--- config.mk ---
export PLATFORM = sky130hd
export DESIGN_NAME = insertion_sorter_top
export DESIGN_NICKNAME = d
export VERILOG_FILES = /design/src/rtl/isort_pkg.sv /design/src/rtl/isort_cell.sv /design/src/rtl/insertion_sorter_top.sv
export SDC_FILE = /design/constraint.sdc
export NUM_CORES = 2
export LEC_CHECK = 0
export BUFFER_PORTS_ARGS = -buffer_cell sky130_fd_sc_hd__buf_2
export CAP_MARGIN = 10
export CELL_PAD_IN_SITES_DETAIL_PLACEMENT = 0
export CELL_PAD_IN_SITES_GLOBAL_PLACEMENT = 1
export CORE_AREA = 2 2 505 507
export CTS_CLUSTER_SIZE = 8
export DETAILED_ROUTE_END_ITERATION = 6
export DIE_AREA = 0 0 507 509
export GPL_TIMING_DRIVEN = 1
export PLACE_DENSITY = 0.7
export SLEW_MARGIN = 30
export SYNTH_ARGS = -nofsm -noshare
export SYNTH_HDL_FRONTEND = slang
export SYNTH_HIERARCHICAL = 1
export SYNTH_SLANG_ARGS = --single-unit
--- constraint.sdc ---
create_clock -name i_clk -period 11.81 [get_ports i_clk]
set_input_delay 2.362 -clock i_clk [delete_from_list [all_inputs] [get_ports i_clk]]
set_output_delay 2.362 -clock i_clk [all_outputs]
set_load 0.02 [all_outputs]
--- src/rtl/isort_pkg.sv ---
// shared types and constants of the insertion sorter
package isort_pkg;

    // default store depth
    localparam int MAX_ITEMS_DEF = 32;
    localparam int KEY_W         = 32;

    // input word
    typedef struct packed {
        logic signed [KEY_W-1:0] key;
        logic                    final_key;
    } t_in_word;

    // result word
    typedef struct packed {
        logic signed [KEY_W-1:0] sorted_key;
        logic                    run_end;
        logic                    overflow;
    } t_out_word;

    // control broadcast to every cell
    typedef struct packed {
        logic                    ins;
        logic                    shift;
        logic signed [KEY_W-1:0] key;
    } t_cell_ctl;

    // sequencer states
    typedef enum logic {
        ST_LOAD,
        ST_EMIT
    } t_state;

endpackage

--- src/rtl/isort_cell.sv ---
// one compare-and-shift cell of the sorted chain
module isort_cell
    import isort_pkg::*;
(
    input  logic                    i_clk,
    input  t_cell_ctl               i_ctl,
    input  logic                    i_occ,
    input  logic                    i_slot,
    input  logic signed [KEY_W-1:0] i_left_key,
    input  logic                    i_left_gt,
    input  logic signed [KEY_W-1:0] i_right_key,
    output logic signed [KEY_W-1:0] o_key,
    output logic                    o_gt
);

    logic signed [KEY_W-1:0] r_key;
    logic signed [KEY_W-1:0] n_key;

    // held key is strictly greater than the arriving key
    assign o_gt  = i_occ && ($signed(r_key) > $signed(i_ctl.key));
    assign o_key = r_key;

    // insert: move right when displaced, take new key at the boundary
    always_comb begin
        n_key = r_key;
        if (i_ctl.ins && (o_gt || i_slot)) begin
            n_key = i_left_gt ? i_left_key : i_ctl.key;
        end else if (i_ctl.shift) begin
            n_key = i_right_key;
        end
    end

    // key register
    always_ff @(posedge i_clk) begin
        r_key <= n_key;
    end

endmodule

--- src/rtl/insertion_sorter_top.sv ---
// Insertion sorter: top level with the cell chain and its sequencer.
// Keys are taken one per clock while busy is low (start high accepts a word);
// each key is placed into a chain of MAX_ITEMS cells, after every held key
// that is less than or equal to it. A word with final_key set is inserted and
// then the held run of n keys (1..MAX_ITEMS) is shifted out of cell 0, one
// key per cycle, with busy high while the run is shifted out; results are
// registered and appear on o_word in the cycle after each shift, marked by
// o_strobe, the last with run_end. Overflow is set on the whole run if keys
// were dropped because the chain was full. The receiver cannot stall, and no
// result is ever held back. The next set may start in the cycle busy falls.
module insertion_sorter_top
    import isort_pkg::*;
#(
    parameter int MAX_ITEMS = MAX_ITEMS_DEF
)(
    input  logic      i_clk,
    input  logic      i_rst_n,
    input  logic      start,
    input  t_in_word  i_word,
    output logic      busy,
    output logic      o_strobe,
    output t_out_word o_word
);

    localparam int CW = $clog2(MAX_ITEMS + 1);

    t_state    r_state;
    t_state    n_state;
    logic [CW-1:0] r_fill;
    logic [CW-1:0] n_fill;
    logic      r_drop;
    logic      n_drop;
    logic      r_out_valid;
    t_out_word r_out;

    logic      w_accept;
    logic      w_full;
    logic      w_busy;
    t_cell_ctl w_ctl;

    logic signed [KEY_W-1:0] w_key [MAX_ITEMS];
    logic                    w_gt  [MAX_ITEMS];
    logic                    w_occ [MAX_ITEMS];

    assign w_full   = (r_fill == CW'(MAX_ITEMS));
    assign w_accept = start && !w_busy;

    // cell chain
    for (genvar gi = 0; gi < MAX_ITEMS; gi++) begin : g_cell
        logic                    w_slot;
        logic signed [KEY_W-1:0] w_lkey;
        logic                    w_lgt;
        logic signed [KEY_W-1:0] w_rkey;

        assign w_occ[gi] = (CW'(gi) < r_fill);

        if (gi == 0) begin : g_head
            assign w_slot = !w_occ[gi];
            assign w_lkey = '0;
            assign w_lgt  = 1'b0;
        end else begin : g_body
            assign w_slot = !w_occ[gi] && w_occ[gi-1];
            assign w_lkey = w_key[gi-1];
            assign w_lgt  = w_gt[gi-1];
        end

        if (gi == MAX_ITEMS - 1) begin : g_tail
            assign w_rkey = w_key[gi];
        end else begin : g_mid
            assign w_rkey = w_key[gi+1];
        end

        isort_cell u_cell (
            .i_clk       (i_clk),
            .i_ctl       (w_ctl),
            .i_occ       (w_occ[gi]),
            .i_slot      (w_slot),
            .i_left_key  (w_lkey),
            .i_left_gt   (w_lgt),
            .i_right_key (w_rkey),
            .o_key       (w_key[gi]),
            .o_gt        (w_gt[gi])
        );
    end

    // next state
    always_comb begin
        n_state = r_state;
        case (r_state)
            ST_LOAD: begin
                if (w_accept && i_word.final_key) n_state = ST_EMIT;
            end
            ST_EMIT: begin
                if (r_fill == CW'(1)) n_state = ST_LOAD;
            end
            default: n_state = ST_LOAD;
        endcase
    end

    // sequencer outputs
    always_comb begin
        w_busy      = 1'b0;
        w_ctl.ins   = 1'b0;
        w_ctl.shift = 1'b0;
        w_ctl.key   = i_word.key;
        case (r_state)
            ST_LOAD: begin
                w_ctl.ins = w_accept && !w_full;
            end
            ST_EMIT: begin
                w_busy      = 1'b1;
                w_ctl.shift = 1'b1;
            end
            default: begin
                w_busy = 1'b0;
            end
        endcase
    end

    // fill count and drop flag
    always_comb begin
        n_fill = r_fill;
        n_drop = r_drop;
        if (w_ctl.ins) begin
            n_fill = r_fill + CW'(1);
        end
        if (r_state == ST_LOAD && w_accept && w_full) begin
            n_drop = 1'b1;
        end
        if (w_ctl.shift) begin
            n_fill = r_fill - CW'(1);
            if (r_fill == CW'(1)) n_drop = 1'b0;
        end
    end

    // control registers
    always_ff @(posedge i_clk) begin
        if (!i_rst_n) begin
            r_state     <= ST_LOAD;
            r_fill      <= '0;
            r_drop      <= 1'b0;
            r_out_valid <= 1'b0;
        end else begin
            r_state     <= n_state;
            r_fill      <= n_fill;
            r_drop      <= n_drop;
            r_out_valid <= w_ctl.shift;
        end
    end

    // result register
    always_ff @(posedge i_clk) begin
        if (w_ctl.shift) begin
            r_out.sorted_key <= w_key[0];
            r_out.run_end    <= (r_fill == CW'(1));
            r_out.overflow   <= r_drop;
        end
    end

    assign busy     = w_busy;
    assign o_strobe = r_out_valid;
    assign o_word   = r_out;

    // a result word only follows a shift cycle
    a_strobe_after_emit: assert property (@(posedge i_clk) disable iff (!i_rst_n)
        r_out_valid |-> $past(r_state == ST_EMIT))
        else $error("result strobe without emission");

    // fill count never passes the chain length
    a_fill_bound: assert property (@(posedge i_clk) disable iff (!i_rst_n)
        r_fill <= CW'(MAX_ITEMS))
        else $error("fill count beyond chain length");

    // a final word starts emission
    a_final_emits: assert property (@(posedge i_clk) disable iff (!i_rst_n)
        (r_state == ST_LOAD && w_accept && i_word.final_key) |=> r_state == ST_EMIT)
        else $error("final word did not start emission");

    // the end of a run leaves the block empty and loading
    a_run_end_clears: assert property (@(posedge i_clk) disable iff (!i_rst_n)
        (r_out_valid && r_out.run_end) |-> (r_state == ST_LOAD && r_fill == '0 && !r_drop))
        else $error("run end left state behind");

    // emission never runs with an empty chain
    a_emit_nonempty: assert property (@(posedge i_clk) disable iff (!i_rst_n)
        (r_state == ST_EMIT) |-> (r_fill != '0))
        else $error("emission with empty chain");

endmodule
# After elaboration in Yosys (flattened, before gate mapping)
# Cells that the tools add are included.
# word_totals
reg_bits	1067
inputBits	36
# op_classes
add_sub_neg	2
magnitude_cmp	64
n_eq_ne	2
n_mux	103
bitwise	1
n_reduce_logical	198
# op_table
cell	count
$mux W32	93
$gt A32 B32 Y1	32
$logic_and A1 B1 Y1	100
$lt A5 B6 Y1 const A	16
$reduce_bool A2 Y1	32
$lt A4 B6 Y1 const A	8
$logic_not A1 Y1	34
$logic_or A1 B1 Y1	32
$lt A3 B6 Y1 const A	4
$lt A1 B6 Y1 const A	2
$lt A2 B6 Y1 const A	2
$mux W6	2
$mux W1	7
$add A6 B1 Y6 const B	1
$eq A6 B1 Y1 const B	1
$eq A6 B6 Y1 const B	1
$sub A6 B1 Y6 const B	1
$pmux W1 S2	1
$not A1 Y1	1

# Longest topological paths before layout
# logic_depth
word_depth	8
mapped_depth	15
mapped_depth_nobuf	12

# By module
# The synthesis kept the hierarchy.
# modules_own_cells
mod	instances	cells_each	area_each_um2	seq_area_each_um2
isort_cell	32	260	2683.8	960.9
insertion_sorter_top	1	202	2099.5	1201.2

# Worst setup path after synthesis
# Ideal clock, no wire load.
# synth_path
path_type	input -> register
startpoint	input start
endpoint	register g_cell[0].u_cell.r_key[0] (enable)
setup_time_ns	0.374
arrival_time_ns	7.908
required_ns	11.436
setup_slack_ns	3.528
path_stages	5
path_buffers	0
path_cell_list	nand2b_1 a21oi_1 nand3_1 o32ai_2 or3_2
# synth_lines
item	line_no	text
from (decl)	insertion_sorter_top.sv:18	input logic start,
to (signal assigned)	isort_cell.sv:35	r_key <= n_key;
to (decl)	isort_cell.sv:16	logic signed [KEY_W-1:0] r_key;

# Worst setup path in the final report
# layout_path
startpoint	input i_word[11] (netlist name)
endpoint	register g_cell[1].u_cell.r_key[0] (data pin)
# layout_between
word_cells_on_any_way	8
# layout_lines
item	line_no	text
from (decl)	insertion_sorter_top.sv:19	input t_in_word i_word,
$gt A32 B32 Y1	isort_cell.sv:20	assign o_gt = i_occ && ($signed(r_key) > $signed(i_ctl.key));
$logic_and A1 B1 Y1	isort_cell.sv:20	
named net g_cell[1].w_lgt	insertion_sorter_top.sv:52	logic w_lgt;
$mux W32	isort_cell.sv:27	n_key = i_left_gt ? i_left_key : i_ctl.key;
$mux W32	isort_cell.sv:26	if (i_ctl.ins && (o_gt || i_slot)) begin
named net g_cell[1].u_cell.n_key[0]	isort_cell.sv:17	logic signed [KEY_W-1:0] n_key;
to (signal assigned)	isort_cell.sv:35	
to (decl)	isort_cell.sv:16	
# The timed path passes the listed nets, and every way through them passes these cells.
# A chain may end at the register's enable or synchronous reset.

==> summary.txt <==
Outcome
  • Status: complete, no violations

Timing
  • Final min period: between 6 and 7 ns
  • Slew HR: between 20 and 30%
  • RSZ-0062 raised after global routing: false
  • Fmax: 0.158 GHz
  • Slew Limit Fails: 0
  • Setup violators final: 0
  • Final WS setup: between 5 and 6 ns
  • Fin crit share: 53.6%
  • Slew @ Worst Pin: roughly 1.1 ns
  • Setup Skew: about 0.038 ns
  • Final hold vios: 0
  • TNS Setup: 0 ns

Worst setup path
  • Crit. End Element: register
  • Setup crit start kind: primary input
  • End of the worst register-to-register path: g_cell[0].u_cell/o_key[0]
  • Reg2Reg Depth: 11
  • Reg-to-reg slack, setup: between 6 and 7 ns
  • Worst path required time: ~12 ns
  • Crit path max fanout: 32
  • CP Class: primary input to register
  • Critical path arrival: around 6.9 ns
  • R2r startpoint: r_fill[1]

Clocking
  • CTS Buf Count: about 150
  • CTS tree: done
  • CTS Buffer Depth: 3
  • Post-CTS Resized: 0
  • Post-CTS setup buffer count: 0
  • H-tree levels: 4
  • Clock Pin Slew Worst Setup and Hold Paths: ~0.050 ns
  • Clk root buf: clkbuf_16
  • Hold-fix buffers, CTS: 0
  • Sinks on Clock Net: 1067
  • Clk_lat worst skew: about 0.8 ns

Drt
  • Drc violations: 0
  • Max Used Layer: met5
  • Pre-antenna DRT Iters: 7
  • Routed length on met3: between 10000 and 15000 µm
  • Iteration-0 DRC Markers: between 5000 and 6000
  • Antenna Nets Post-Route: 0
  • Total Wirelength: 258000 µm
  • Wire per inst: approximately 22 µm
  • Via count: approximately 65000
  • Met2 routed WL: about 130000 µm
  • Wl on met1: ~110000 µm
  • Vias/cell: 5.46

Placed design
  • DP Wirelength: ~190000 µm
  • Dpl ws: ~4.7 ns
  • Input/output buffers: between 70 and 80
  • GP Congestion: 0.851

Floorplanning
  • Die Ht: slightly above 500 µm
  • Row count: 185
  • Initial Utilization: a little over a third
  • Core area: between 200000 and 300000 µm²
  • Chip width: roughly 510 µm
  • I/O Pins: 72
  • Die Footprint: approximately 260000 µm²

Min path
  • Worst Hold Class: register to register
  • Hold Path Origin: g_cell[0].u_cell/o_key[20]
  • WHS Path Cells: 0
  • Hold path endpoint: o_word[22]

Power and ir drop
  • Combinational Power Share: approximately 29%
  • Sw Ratio: ~34%
  • Max VDD drop: about 0.12 mV
  • Sw Pwr: between 0.004 and 0.005 W
  • Power Density: 140 nW/µm²
  • P_leak: ~42 nW
  • Int Pwr: around 0.0089 W
  • Sequential share of power: about two fifths
  • Clock Power Share: 30.8%

GRT
  • Global route overflow: 0
  • Initial antenna violation count: 7
  • Vias in the first global route: around 68000
  • Largest net degree at the start of global routing: 65
  • First-pass GRT wire length: 394000 µm
  • Tot GR Track Use: between 10% and 20%

Flow run
  • Max cap viols: 0

Synthesis
  • Synthesized area per cell: roughly 10 µm²
  • Post-synthesis cell count: 8519
  • Yosys warns: 6
  • Mapped cell area: 88000 µm²

Layout
  • Fillcell total: approximately 25000
  • Layout net count: between 9000 and 10000
  • Share of layout cells above drive strength 1: between 10% and 20%
  • Synth-to-layout area growth: 9.47%
==> through the flow <==
| step | instances | hold WS [ns] | area (µm²) | total power, W | util (%) |
|---|---|---|---|---|---|
| floorplan | 8551 | 0.432 | 88100 | 0.00813 | - |
| global placement | 11757 | 0.507 | 91800 | 0.00919 | 36.3 |
| detailed placement | 11768 | 0.496 | 92100 | 0.00936 | 36.4 |
| CTS | 11968 | 0.522 | 96300 | 0.0136 | 38.1 |
| global route | 11969 | 0.539 | 96300 | 0.0142 | 38.1 |
| finish | 11970 | 0.518 | 96300 | 0.0135 | 38.1 |
==> power groups by stage <==
stage	Combinational, W	Sequential (W)	Clock, W
floorplan	0.00293	0.00520	0
global placement	0.00371	0.00549	0
detailed placement	0.00388	0.00548	0
CTS	0.00390	0.00541	0.00425
global route	0.00434	0.00545	0.00437
finish	0.00392	0.00541	0.00414
==> routing by layer <==
| layer | track usage (%) | vias to the layer above |
|---|---|---|
| met5 | 0 | - |
| met4 | 7.52 | 2 |
| met3 | 3.24 | 531 |
| met2 | 34.7 | 1686 |
| met1 | 23.4 | 32196 |
| li1 | - | 30896 |
==> layout make-up <==
type / instances / area, µm² / share of cell area, %
Multi-Input combinational cell: 6117 / 50600 / 52.6
Sequential cell: 1067 / 32000 / 33.2
Tap cell: 3366 / 4210 / 4.37
Clock buffer: 182 / 3980 / 4.13
Inverter: 1037 / 3890 / 4.04
Timing Repair Buffer: 181 / 1400 / 1.46
Clock inverter: 18 / 219 / 0.227
Antenna cell: 2 / 5.00 / 0.00520
==> registers in the layout, summed over array words and instances (netlist names) <==
| register | flops |
|---|---|
| r_state | 1 |
| r_drop | 1 |
| g_cell.u_cell/o_key | 1024 |
| o_word | 34 |
| r_fill | 6 |
| o_strobe | 1 |
==> worst max path at each step <==
stage                     from                   endpoint  slack, ns  cells past startpoint
finish              i_word[11]  g_cell[1].u_cell/o_key[0]       5.48                     14
global route        i_word[11]  g_cell[1].u_cell/o_key[0]       5.28                     14
CTS                 i_word[11]  g_cell[1].u_cell/o_key[0]       5.55                     14
detailed placement  i_word[11]  g_cell[1].u_cell/o_key[0]       4.67                     14
global placement    i_word[11]  g_cell[1].u_cell/o_key[0]       4.67                     14
floorplan                start  g_cell[0].u_cell/o_key[0]       3.53                      5
==> placed cells by master, fill, tap and decap left out, types with 33 or more instances in the layout <==
cell and instances:
nand2_1 1173, and3_1 34, buf_4 100, buf_2 70, o211ai_1 65, edfxtp_1 1058
ha_1 1029, a21o_1 70, nand4_1 192, nor2_1 101, conb_1 33, mux2_4 960
inv_1 1036, o32ai_2 33, a211oi_1 64, mux2_1 64, nor3_1 71, o21a_1 34
a21oi_1 421, nor2b_1 36, o21ai_0 1094, a22oi_1 33, clkbuf_16 155, nand3_1 161
nand3b_1 34
==> worst max-delay path: stages <==
cell	delay (ns)
buf_2	0.55
buf_4	0.37
inv_1	0.09
ha_1	0.32
nand4_1	0.15
nor3_1	0.07
a21boi_0	0.12
nor4b_1	0.71
o21ba_2	0.26
o21ai_0	0.14
a21oi_4	0.63
buf_4	0.42
mux2_2	0.38
mux2_1	0.28
(Power assumes the default switching activity.)
